--- src/rtl/dke_pkg.sv ---
// ----------------------------------------------------------------------------
// dke_pkg
// Shared constants, register codes and helpers of the delimited key extractor.
// ----------------------------------------------------------------------------
`default_nettype none

package dke_pkg;

  localparam int BYTE_W      = 8;
  localparam int SEP_LEN_W   = 4;
  localparam int SEP_SLOTS   = 8;
  localparam int SEP_IDX_W   = 3;
  localparam int CFG_IDX_W   = 1;
  localparam int CFG_DATA_W  = 64;

  localparam logic [BYTE_W-1:0] LINE_END = 8'd10;

  // Configuration register indexes
  typedef enum logic [CFG_IDX_W-1:0] {
    REG_SEP_LEN   = 1'd0,
    REG_SEP_BYTES = 1'd1
  } cfg_reg_t;

  // Pick separator byte i out of the packed separator word
  function automatic logic [BYTE_W-1:0] sep_byte(input logic [CFG_DATA_W-1:0] sb,
                                                 input logic [SEP_IDX_W-1:0] i);
    logic [BYTE_W-1:0] b;
    b = sb[i*BYTE_W +: BYTE_W];
    return b;
  endfunction

endpackage

`default_nettype wire

--- src/rtl/dke_stream_if.sv ---
// ----------------------------------------------------------------------------
// dke_in_if / dke_out_if
// Valid/ready byte channels for text input and key output.
// ----------------------------------------------------------------------------
`default_nettype none

interface dke_in_if import dke_pkg::*; ();
  logic              valid;
  logic              ready;
  logic [BYTE_W-1:0] in_byte;

  modport source (output valid, output in_byte, input ready);
  modport sink   (input valid, input in_byte, output ready);
endinterface

interface dke_out_if import dke_pkg::*; ();
  logic              valid;
  logic              ready;
  logic [BYTE_W-1:0] out_byte;

  modport source (output valid, output out_byte, input ready);
  modport sink   (input valid, input out_byte, output ready);
endinterface

`default_nettype wire

--- src/rtl/dke_key_ram.sv ---
// ----------------------------------------------------------------------------
// dke_key_ram
// Key byte store: one write port, one read port, registered read data.
// ----------------------------------------------------------------------------
`default_nettype none

module dke_key_ram import dke_pkg::*; #(
  parameter int DEPTH = 63,
  parameter int AW    = 6
) (
  input  wire logic              clk,
  input  wire logic              we,
  input  wire logic [AW-1:0]     waddr,
  input  wire logic [BYTE_W-1:0] wdata,
  input  wire logic              re,
  input  wire logic [AW-1:0]     raddr,
  output logic      [BYTE_W-1:0] rdata
);

  logic [BYTE_W-1:0] mem [DEPTH];

  // Write port
  always_ff @(posedge clk) begin
    if (we) begin
      mem[waddr] <= wdata;
    end
  end

  // Read port, data valid the cycle after re
  always_ff @(posedge clk) begin
    if (re) begin
      rdata <= mem[raddr];
    end
  end

endmodule

`default_nettype wire

--- src/rtl/dke_ctrl.sv ---
// ----------------------------------------------------------------------------
// dke_ctrl
// Separator matcher and key sequencer: appends key bytes to the store one
// write per cycle and plays a finished key back through the output register.
// ----------------------------------------------------------------------------
`default_nettype none

module dke_ctrl import dke_pkg::*; #(
  parameter int MAX_SEP_LEN = 8,
  parameter int MAX_KEY_LEN = 63,
  parameter int AW          = 6,
  parameter int LW          = 6,
  parameter int MW          = 3
) (
  input  wire logic                  clk,
  input  wire logic                  rst,
  // configuration
  input  wire logic                  cfg_we,
  input  wire logic [CFG_IDX_W-1:0]  cfg_idx,
  input  wire logic [CFG_DATA_W-1:0] cfg_data,
  // text input
  input  wire logic                  in_valid,
  output logic                       in_ready,
  input  wire logic [BYTE_W-1:0]     in_byte,
  // key output
  output logic                       out_valid,
  input  wire logic                  out_ready,
  output logic      [BYTE_W-1:0]     out_byte,
  // key store
  output logic                       ram_we,
  output logic      [AW-1:0]         ram_waddr,
  output logic      [BYTE_W-1:0]     ram_wdata,
  output logic                       ram_re,
  output logic      [AW-1:0]         ram_raddr,
  input  wire logic [BYTE_W-1:0]     ram_rdata
);

  typedef enum logic [2:0] {
    S_IDLE,
    S_APPEND,
    S_EMIT_RD,
    S_EMIT_WAIT,
    S_NEWLINE
  } state_t;

  state_t                state;
  logic [SEP_LEN_W-1:0]  sep_len;
  logic [CFG_DATA_W-1:0] sep_bytes;
  logic                  in_key;
  logic [MW-1:0]         match_index;
  logic [LW-1:0]         key_length;
  logic [MW-1:0]         app_ptr;
  logic [LW-1:0]         rd_ptr;
  logic [BYTE_W-1:0]     held_byte;

  logic [SEP_LEN_W-1:0]  sep_n;
  logic [MW-1:0]         mi_eff;
  logic [SEP_LEN_W-1:0]  mi_inc;
  logic                  sep_hit;
  logic                  sep_done;
  logic                  out_free;
  logic                  out_load;
  logic                  key_room;
  logic [LW-1:0]         rd_ptr_inc;

  // Effective separator length, clamped to 1..MAX_SEP_LEN
  always_comb begin
    if (sep_len == '0) begin
      sep_n = SEP_LEN_W'(1);
    end else if (sep_len > SEP_LEN_W'(MAX_SEP_LEN)) begin
      sep_n = SEP_LEN_W'(MAX_SEP_LEN);
    end else begin
      sep_n = sep_len;
    end
  end

  // Match compare against the current separator position
  assign mi_eff     = (SEP_LEN_W'(match_index) >= sep_n) ? '0 : match_index;
  assign mi_inc     = SEP_LEN_W'(mi_eff) + SEP_LEN_W'(1);
  assign sep_hit    = (in_byte == sep_byte(sep_bytes, SEP_IDX_W'(mi_eff)));
  assign sep_done   = (mi_inc == sep_n);
  assign out_free   = !out_valid || out_ready;
  assign out_load   = out_free && ((state == S_EMIT_WAIT) || (state == S_NEWLINE));
  assign key_room   = (key_length < LW'(MAX_KEY_LEN));
  assign rd_ptr_inc = rd_ptr + LW'(1);
  assign in_ready   = (state == S_IDLE);

  // Store write: matched separator prefix first, then the breaking byte
  assign ram_we    = (state == S_APPEND) && key_room;
  assign ram_waddr = AW'(key_length);
  assign ram_wdata = (app_ptr == match_index) ? held_byte
                                              : sep_byte(sep_bytes, SEP_IDX_W'(app_ptr));

  // Store read during playback
  assign ram_re    = (state == S_EMIT_RD);
  assign ram_raddr = AW'(rd_ptr);

  // Configuration registers
  always_ff @(posedge clk) begin
    if (rst) begin
      sep_len   <= SEP_LEN_W'(1);
      sep_bytes <= '0;
    end else if (cfg_we) begin
      case (cfg_idx)
        REG_SEP_LEN:   sep_len   <= cfg_data[SEP_LEN_W-1:0];
        REG_SEP_BYTES: sep_bytes <= cfg_data;
        default: ;
      endcase
    end
  end

  // Sequencer and output register
  always_ff @(posedge clk) begin
    if (rst) begin
      state       <= S_IDLE;
      in_key      <= 1'b0;
      match_index <= '0;
      key_length  <= '0;
      app_ptr     <= '0;
      rd_ptr      <= '0;
      out_valid   <= 1'b0;
    end else begin
      if (out_load) begin
        out_valid <= 1'b1;
      end else if (out_ready) begin
        out_valid <= 1'b0;
      end
      case (state)
        S_IDLE: begin
          if (in_valid) begin
            if (sep_hit) begin
              if (sep_done) begin
                match_index <= '0;
                if (!in_key) begin
                  in_key     <= 1'b1;
                  key_length <= '0;
                end else begin
                  in_key <= 1'b0;
                  rd_ptr <= '0;
                  state  <= (key_length == '0) ? S_NEWLINE : S_EMIT_RD;
                end
              end else begin
                match_index <= MW'(mi_inc);
              end
            end else if (!in_key) begin
              match_index <= '0;
            end else begin
              // broken closing match: append prefix and this byte
              held_byte   <= in_byte;
              match_index <= mi_eff;
              app_ptr     <= '0;
              state       <= S_APPEND;
            end
          end
        end
        S_APPEND: begin
          if (key_room) begin
            key_length <= key_length + LW'(1);
          end
          if (app_ptr == match_index) begin
            match_index <= '0;
            state       <= S_IDLE;
          end else begin
            app_ptr <= app_ptr + MW'(1);
          end
        end
        S_EMIT_RD: begin
          state <= S_EMIT_WAIT;
        end
        S_EMIT_WAIT: begin
          if (out_free) begin
            out_byte  <= ram_rdata;
            rd_ptr    <= rd_ptr_inc;
            state     <= (rd_ptr_inc == key_length) ? S_NEWLINE : S_EMIT_RD;
          end
        end
        S_NEWLINE: begin
          if (out_free) begin
            out_byte   <= LINE_END;
            key_length <= '0;
            state      <= S_IDLE;
          end
        end
        default: begin
          state <= S_IDLE;
        end
      endcase
    end
  end

endmodule

`default_nettype wire

--- src/rtl/delimited_key_extractor_top.sv ---
// ----------------------------------------------------------------------------
// delimited_key_extractor_top
// Finds keys enclosed between two copies of a configured separator in a
// byte stream and emits each key followed by a newline.
//
//   channel   dir  handshake     payload
//   text_in   in   valid/ready   in_byte  (8 bits)
//   key_out   out  valid/ready   out_byte (8 bits)
//   cfg_*     in   cfg_we only   cfg_idx, cfg_data (64 bits)
//
// A byte that breaks a closing match after k matched bytes writes up to k + 1
// bytes into the key store, which has one write port, one byte per cycle; no
// text is taken meanwhile. Closing a key plays each byte back as a registered
// store read and a move into the output register, then sends the line end.
// Synchronous active-high reset; no clearing pass. A stalled key_out holds the
// output register and the playback sequencer.
// ----------------------------------------------------------------------------
`default_nettype none

module delimited_key_extractor_top import dke_pkg::*; #(
  parameter int MAX_SEP_LEN = 8,
  parameter int MAX_KEY_LEN = 63
) (
  input  wire logic                  clk,
  input  wire logic                  rst,
  input  wire logic                  cfg_we,
  input  wire logic [CFG_IDX_W-1:0]  cfg_idx,
  input  wire logic [CFG_DATA_W-1:0] cfg_data,
  dke_in_if.sink                     text_in,
  dke_out_if.source                  key_out
);

  localparam int AW = (MAX_KEY_LEN > 1) ? $clog2(MAX_KEY_LEN) : 1;
  localparam int LW = $clog2(MAX_KEY_LEN + 1);
  localparam int MW = (MAX_SEP_LEN > 1) ? $clog2(MAX_SEP_LEN) : 1;

  logic              ram_we;
  logic [AW-1:0]     ram_waddr;
  logic [BYTE_W-1:0] ram_wdata;
  logic              ram_re;
  logic [AW-1:0]     ram_raddr;
  logic [BYTE_W-1:0] ram_rdata;

  // Matcher and sequencer
  dke_ctrl #(
    .MAX_SEP_LEN (MAX_SEP_LEN),
    .MAX_KEY_LEN (MAX_KEY_LEN),
    .AW          (AW),
    .LW          (LW),
    .MW          (MW)
  ) u_ctrl (
    .clk       (clk),
    .rst       (rst),
    .cfg_we    (cfg_we),
    .cfg_idx   (cfg_idx),
    .cfg_data  (cfg_data),
    .in_valid  (text_in.valid),
    .in_ready  (text_in.ready),
    .in_byte   (text_in.in_byte),
    .out_valid (key_out.valid),
    .out_ready (key_out.ready),
    .out_byte  (key_out.out_byte),
    .ram_we    (ram_we),
    .ram_waddr (ram_waddr),
    .ram_wdata (ram_wdata),
    .ram_re    (ram_re),
    .ram_raddr (ram_raddr),
    .ram_rdata (ram_rdata)
  );

  // Key store
  dke_key_ram #(
    .DEPTH (MAX_KEY_LEN),
    .AW    (AW)
  ) u_key_ram (
    .clk   (clk),
    .we    (ram_we),
    .waddr (ram_waddr),
    .wdata (ram_wdata),
    .re    (ram_re),
    .raddr (ram_raddr),
    .rdata (ram_rdata)
  );

endmodule

`default_nettype wire

--- src/flat_wrapper.sv ---
// flat-port wrapper written by rule: the top's interface ports become plain ports
module delimited_key_extractor_top_flat import dke_pkg::*;
#(
  parameter int MAX_SEP_LEN = 8,
  parameter int MAX_KEY_LEN = 63
)
  (clk, rst, cfg_we, cfg_idx, cfg_data, text_in_valid, text_in_in_byte, text_in_ready, key_out_valid, key_out_out_byte, key_out_ready);
  dke_in_if text_in_i ();
  dke_out_if key_out_i ();
  input  wire logic clk;
  input  wire logic rst;
  input  wire logic cfg_we;
  input  wire logic [CFG_IDX_W-1:0] cfg_idx;
  input  wire logic [CFG_DATA_W-1:0] cfg_data;
  input wire logic [$bits(text_in_i.valid)-1:0] text_in_valid;
  input wire logic [$bits(text_in_i.in_byte)-1:0] text_in_in_byte;
  output wire logic [$bits(text_in_i.ready)-1:0] text_in_ready;
  output wire logic [$bits(key_out_i.valid)-1:0] key_out_valid;
  output wire logic [$bits(key_out_i.out_byte)-1:0] key_out_out_byte;
  input wire logic [$bits(key_out_i.ready)-1:0] key_out_ready;
  assign text_in_i.valid = text_in_valid;
  assign text_in_i.in_byte = text_in_in_byte;
  assign text_in_ready = text_in_i.ready;
  assign key_out_valid = key_out_i.valid;
  assign key_out_out_byte = key_out_i.out_byte;
  assign key_out_i.ready = key_out_ready;
  delimited_key_extractor_top #(.MAX_SEP_LEN(MAX_SEP_LEN), .MAX_KEY_LEN(MAX_KEY_LEN)) u_core (.clk(clk), .rst(rst), .cfg_we(cfg_we), .cfg_idx(cfg_idx), .cfg_data(cfg_data), .text_in(text_in_i), .key_out(key_out_i));
endmodule
--- config.mk ---
export PLATFORM = sky130hd
export DESIGN_NAME = delimited_key_extractor_top_flat
export DESIGN_NICKNAME = d
export VERILOG_FILES = /design/src/rtl/dke_pkg.sv /design/src/rtl/dke_stream_if.sv /design/src/rtl/dke_key_ram.sv /design/src/rtl/dke_ctrl.sv /design/src/rtl/delimited_key_extractor_top.sv /design/src/flat_wrapper.sv
export SDC_FILE = /design/constraint.sdc
export NUM_CORES = 1
export LEC_CHECK = 0
export ABC_AREA = 1
export BUFFER_PORTS_ARGS = -buffer_cell sky130_fd_sc_hd__buf_2
export CAP_MARGIN = 5
export CORE_MARGIN = 10
export CORE_UTILIZATION = 50
export DETAILED_ROUTE_END_ITERATION = 7
export PLACE_DENSITY_LB_ADDON = 0.1
export SKIP_LAST_GASP = 1
export SLEW_MARGIN = 20
export SYNTH_ARGS = -nofsm -noshare
export SYNTH_HDL_FRONTEND = slang
export SYNTH_SLANG_ARGS = --single-unit
--- constraint.sdc ---
create_clock -name clk -period 9.38 [get_ports clk]
set_input_delay 1.407 -clock clk [delete_from_list [all_inputs] [get_ports clk]]
set_output_delay 1.407 -clock clk [all_outputs]
set_load 0.005 [all_outputs]
# [Word level (Yosys, flattened, before mapping)]
# Memories as Yosys holds them, arrays and structs flattened. A register that Yosys moved wholly into a read port is not among the register bits.
# Index checks and enable logic that the tools add are counted.
[op_classes] addsub=4 magnitude_cmp=3 eq_ne=22 n_shift=2 mux=46 n_bitwise=3 reduce_logical=23
[op_table] op="indexed part select 64 x 7 -> 8 bit" count=2
[op_table] op="2-to-1 mux 6 bit" count=11
[op_table] op="2-to-1 mux 3 bit" count=19
[op_table] op="2-to-1 mux 8 bit" count=3
[op_table] op="case mux 6 bit (3 select lines)" count=1
[op_table] op="case mux 8 bit (2 select lines)" count=1
[op_table] op="case mux 3 bit (5 select lines)" count=1
[op_table] op="!= test 2 bit (second input constant)" count=7
[op_table] op="AND reduction 7 bit" count=2
[op_table] op="adder 6 x 1 -> 6 bit (second input constant)" count=2
[op_table] op="case mux 3 bit (2 select lines)" count=2
[op_table] op="case mux 6 bit (2 select lines)" count=1
[op_table] op="AND reduction 5 bit" count=2
[op_table] op="equality test 8 bit" count=1
[op_table] op="2-to-1 mux 4 bit" count=2
[op_table] op="!= test 2 x 1 -> 1 bit (second input constant)" count=4
[op_table] op="AND reduction 4 bit" count=2
[op_table] op="nonzero test 2 bit" count=4
[op_table] op="equality test 3 x 2 -> 1 bit (second input constant)" count=2
[op_table] op="equality test 6 bit" count=1
[op_table] op="zero test 6 bit" count=1
[op_table] op="< comparator 6 bit (second input constant)" count=1
[op_table] op="AND reduction 6 bit" count=1
[op_table] op="2-to-1 mux 1 bit" count=5
[op_table] op="20 further kinds" count=25
[word_totals] register_bits=107 ramBits=504 inputBits=78 out_inout_bits=10 elab_cells=115 mem_count=1
[mem_list] memory="u_core.u_key_ram.mem" depth=63 width=8 read_ports=1 rd_clocked_by_memory_dff=1 write_ports=1 line="dke_key_ram.sv:20" source="logic [BYTE_W-1:0] mem [DEPTH];"

# [Longest topological paths before layout]
[depth] depth_word=11 ltp_mapped=29 ltp_nobuf=26

# [Cells and area by module]
# A second synthesis with hierarchy kept.
[hier_totals] hier_cells=2700 hier_area_um2=26980.9
[by_module_without_submodules] mod="dke_key_ram" n_inst=1 cells_each=1784 area_per_inst_um2=20908.8 seq_area_each_um2=15374.7
[by_module_without_submodules] mod="dke_ctrl" n_inst=1 cells_each=916 area_per_inst_um2=6072.1 seq_area_each_um2=2302.2

# [Least setup slack after synthesis]
# Ideal clock, no wire load.
[synth_path] kind="register -> register" start="register u_core.u_ctrl.match_index[0]" end="register u_core.u_ctrl.held_byte[0], enable pin" setup_ps=383 t_arrival_ps=2772 required_ps=8997 setup_slack_ps=6225 path_stages_with_launch=24 path_buffers=4 synth_period_minus_slack_ps=3155 cell_sequence="dfxtp_1 > buf_2 > buf_2 > inv_1 > ha_1 > inv_1 > nand2_1 > nand2_1 > nand2_1 > nand2_2 > buf_6 > buf_6 > nand4_1 > nand3_1 > nand2_1 > nand2_1 > nand2_1 > nand2_1 > nand2_1 > nand2_1 > inv_1 > nand2_1 > nor2_2 > nor3_1"
[synth_between] elab_chain_len=6
[synth_rtl] element="start: declaration" line="dke_ctrl.sv:50" source="logic [MW-1:0] match_index;"
[synth_rtl] element="start signal: assignment" line="dke_ctrl.sv:143" source="match_index <= MW'(mi_inc);"
[synth_rtl] element="start signal: assignment" line="dke_ctrl.sv:150" source="match_index <= mi_eff;"
[synth_rtl] element=">= comparator 3 x 4 -> 1 bit" line="dke_ctrl.sv:78" source="assign mi_eff = (SEP_LEN_W'(match_index) >= sep_n) ? '0 : match_index;"
[synth_rtl] element="2-to-1 mux 3 bit *" line="dke_ctrl.sv:78"
[synth_rtl] element="indexed part select 64 x 7 -> 8 bit *" line="dke_pkg.sv:28" source="b = sb[i*BYTE_W +: BYTE_W];"
[synth_rtl] element="equality test 8 bit *" line="dke_ctrl.sv:80" source="assign sep_hit = (in_byte == sep_byte(sep_bytes, SEP_IDX_W'(mi_eff)));"
[synth_rtl] element="inverter 1 bit (no source line) *"
[synth_rtl] element="AND reduction 5 bit (no source line) *"
[synth_rtl] element="end signal: assignment" line="dke_ctrl.sv:149" source="held_byte <= in_byte;"
[synth_rtl] element="end: declaration" line="dke_ctrl.sv:54" source="logic [BYTE_W-1:0] held_byte;"
# Mark *: on every way between the ends. The rest lies on a longest branch, timed or not.
# A chain may end at the register's enable or synchronous reset.

# [Final worst setup path]
[layout_path] start="register u_core.u_ctrl.match_index[0]" end="register u_core.u_ctrl.rd_ptr[0] (netlist: u_core.u_ctrl.ram_raddr[0])"
[layout_between] elab_chain_len=6 word_cells_on_any_way=9 cone_classes="add/sub: 1; order compare: 1; eq/ne: 4; shift: 1; mux: 1; reduce/logical: 1"
[layout_rtl] element=">= comparator 3 x 4 -> 1 bit" line="dke_ctrl.sv:78"
[layout_rtl] element="2-to-1 mux 3 bit *" line="dke_ctrl.sv:78"
[layout_rtl] element="indexed part select 64 x 7 -> 8 bit / adder 3 x 1 -> 4 bit (equally long branches)" line="dke_pkg.sv:28, dke_ctrl.sv:79"
[layout_rtl] element="equality test 8 bit / equality test 4 bit (equally long branches)" line="dke_ctrl.sv:80, dke_ctrl.sv:81"
[layout_rtl] element="!= test 2 x 1 -> 1 bit (no source line)"
[layout_rtl] element="AND reduction 6 bit (no source line) *"
[layout_rtl] element="end signal: assignment" line="dke_ctrl.sv:173" source="rd_ptr <= rd_ptr_inc;"
[layout_rtl] element="end: declaration" line="dke_ctrl.sv:53" source="logic [LW-1:0] rd_ptr;"
# Marked as above.

==> impl_metrics.ini <==
[logic_synthesis]
synthCells = 2444
synth-compound-area-share_pct = 13.3
synth_cell_types = 45
seq_area_frac_synth_pct = 67.2
syn_area_per_cell_um2 = 10.8
synth-xor-area-share_pct = 0.466
syn_nets = 2530
synthAdderAreaFrac_pct = 0.380
synth-simple-area-share_pct = 14.4
synthFlopType = edfxtp_1
async_reset_ff_share_pct = 0
netlist_area_um2 = 26300
synth.area.mux_share_pct = 0.456
ys_warn_count = 0
synth_seq_cells = 619
synth_top_family_by_area = simple AND/OR/NAND/NOR gates
synth_edf_count = 528

[drt]
drcViolationCount = 0
detail_route.wl_per_cell_um = 22.7
viasPerCell = 5.86
routed_wl_um = 72900
vias = 18800
ant_nets = 0
first_pass_iters = 6
drtIter0Drc = 1890

[power_and_ir_drop]
p_sw_mw = 1.16
p_sw_share_pct = 20.5
intPower_mw = 4.48
seqPwrFrac_pct = 52.9
p_leak_nw = 10.0
power-per-cell-area_nw_per_um2 = 193
clock_power_share_pct = 45.1
p_comb_share_pct = 2.0
ir_worst_vdd_uv = 136

[setup_path]
crit_top_cell = nand2_1
crit_fanout = 24
crit_type = reg -> reg
cp-end-kind = register
arrival_ns = 4.92
cp_data_required_time_ns = 9.88
slowest_stage = dfxtp_1
start_kind = register
rrSetupSlack_ns = 4.95
worstPathCellList = inv_1, ha_1, inv_1, nand2_1, nand2_1, nand2_1, nand2_2, nand3_4, inv_2, ha_1, xnor2_1, nor3_1, and2_2, nor2_1, nor2_1, nand2_2, nor2_4, nand2_1, nand2_1, nor2_2
cpPeakStageDelay_ns = 0.92

[min_path]
min-delay-path-class = reg -> reg

[timing]
finalHoldViolCount = 0
worst_pin_slew_ns = 1.04
fin_crit_ns = 4.43
setup_viol = 0
min_period_over_period_pct = 47.2
slew_headroom_pct = 30.2
slew_viol_final = 0
finalSetupTns_ns = 0
fin_skew_ns = 0.0164
rsz0062_at_grt = no
timing.hold.ws_ns = 0.485
clock.fmax_mhz = 226

[clock_tree]
cts_tree = built
post_cts_resized = 0
clk_latency_ns = 0.60
clk_pin_slew_worst_paths_ns = 0.06
htreeDepth = 3
cts-buffers-inserted = 66
cts_hold_buf = 0
post_cts_buffers = 0
clk_path_buf_depth = 3
cts_root_buffer = clkbuf_16
cts_sinks = 619

[global_route]
grt_util_all_layers_pct = 22.9
grt_pass1_vias = 18200
grt-ovfl-total = 0
antenna_found_initial = 1
grt_pass1_wl_um = 111000
grt_max_degree = 181

[die]
rows = 84
dieWidth_um = 249
dieArea_um2 = 62200
pin_count = 88
die_h_um = 249
core_um2 = 52300
initial_core_util_pct = 50.3

[layout]
drive_gt1_share_pct = 10.7
layout.nets = 2550
layout_common_cells = edfxtp_1, nor2_1, o21ai_0
final_common_cell = edfxtp_1
area.growth.synth_to_final_pct = 11.3
diodes = 0

[placed_design]
numPortBuffers = 87
place_congestion = 0.915
detailed_place_hpwl_um = 44400

[run]
maxCapViolCount = 0

[run_status]
status = finished, final reports clean
final cells by class:
cell class,instances,area [µm²]
inverters,80,305
clock inverters,38,344
clock buffers,83,1760
flip-flops and latches,619,17700
repair buffers,114,663
well taps,688,861
fillers,4487,23000
multi-input cells,1583,7680
critical path: cells and delay by family, from the launching register on:
family	cells	cell delay, ns
simple gates	14	2.02
xor+xnor	1	0.14
fa+ha+maj	2	0.67
buf+inv	3	0.56
flops	1	0.92
per-layer routing:
| layer | vias up | track usage [%] | routed length [µm] |
|---|---|---|---|
| met4 | 2 | 10.3 | 2820 |
| met5 | - | 0 | 16 |
| li1 | 8792 | - | - |
| met1 | 9127 | 29.9 | 30200 |
| met2 | 716 | 37.3 | 35100 |
| met3 | 141 | 3.68 | 4770 |
Yosys cell counts (3+ instances only):
| master | n | area share (%) |
|---|---|---|
| nand2_2 | 8 | 0.19 |
| nor3_1 | 7 | 0.13 |
| a21oi_1 | 67 | 1.3 |
| o32ai_1 | 6 | 0.20 |
| a221oi_1 | 6 | 0.20 |
| buf_2 | 11 | 0.21 |
| ha_1 | 8 | 0.38 |
| or2_2 | 4 | 0.095 |
| dfxtp_1 | 91 | 6.9 |
| o21ai_0 | 390 | 7.4 |
| xor2_1 | 9 | 0.30 |
| clkbuf_1 | 131 | 1.9 |
| xnor2_1 | 5 | 0.17 |
| buf_1 | 9 | 0.13 |
| o221ai_1 | 23 | 0.77 |
| nand4_1 | 25 | 0.59 |
| nand2_4 | 3 | 0.13 |
| nand3_1 | 80 | 1.5 |
| nor2_2 | 14 | 0.33 |
| nor2_4 | 4 | 0.17 |
| mux2i_1 | 12 | 0.46 |
| o22ai_1 | 120 | 2.9 |
| o211ai_1 | 13 | 0.37 |
| inv_2 | 7 | 0.10 |
| inv_1 | 72 | 1.0 |
| nor2_1 | 514 | 7.3 |
| edfxtp_1 | 528 | 60 |
| buf_6 | 9 | 0.39 |
| nand2_1 | 248 | 3.5 |
power groups by stage:
| stage | combinational, mW | sequential, mW | clock (mW) |
|---|---|---|---|
| finish | 0.114 | 2.98 | 2.54 |
| global route | 0.132 | 2.98 | 2.69 |
| floorplan | 0.0800 | 3.03 | 0 |
| CTS | 0.115 | 2.98 | 2.58 |
| detailed placement | 0.114 | 3.04 | 0 |
| global placement | 0.113 | 3.04 | 0 |
sequential cells by signal, indices dropped and copies added (netlist names), 3 cells and up:
signal,cells
u_core.u_key_ram.mem,504
u_core.u_key_ram.rdata,8
u_core.u_ctrl.ram_raddr,6
u_core.u_ctrl.state,3
u_core.u_ctrl.sep_len,4
u_core.u_ctrl.match_index,3
u_core.u_ctrl.sep_bytes,64
u_core.u_ctrl.out_byte,8
u_core.u_ctrl.held_byte,8
u_core.u_ctrl.ram_waddr,6
u_core.u_ctrl.app_ptr,3
kinds of logic after synthesis:
logic type                 after synthesis
AOI/OAI and AO/OA                      634
xor gates and xnor gates                14
adders and majority gates                8
buffers and inverters                  242
and+or+nand+nor                        915
muxes                                   12
DFF                                    619
final timing paths:
| kind | cells past startpoint | from | endpoint |
|---|---|---|---|
| hold / removal | 2 | u_core.u_ctrl.sep_bytes[9] | u_core.u_ctrl.sep_bytes[9] |
| setup reg to reg | 20 | u_core.u_ctrl.match_index[0] | u_core.u_ctrl.ram_raddr[0] |
| setup / recovery | 20 | u_core.u_ctrl.match_index[0] | u_core.u_ctrl.ram_raddr[0] |
| hold reg to reg | 2 | u_core.u_ctrl.sep_bytes[9] | u_core.u_ctrl.sep_bytes[9] |
per-stage QoR:
| step | area, µm² | instances | total power, mW | utilization (%) | setup slack, ns |
|---|---|---|---|---|---|
| finish | 29300 | 3205 | 5.64 | 56.0 | 4.95 |
| global route | 29300 | 3205 | 5.81 | 56.0 | 4.55 |
| CTS | 29300 | 3205 | 5.68 | 55.9 | 4.92 |
| detailed placement | 27200 | 3084 | 3.16 | 51.9 | 4.94 |
| global placement | 27200 | 3084 | 3.16 | 51.9 | 5.03 |
| floorplan | 26300 | 2444 | 3.11 | - | 6.22 |
No activity file was read; power rests on OpenSTA's default activity.
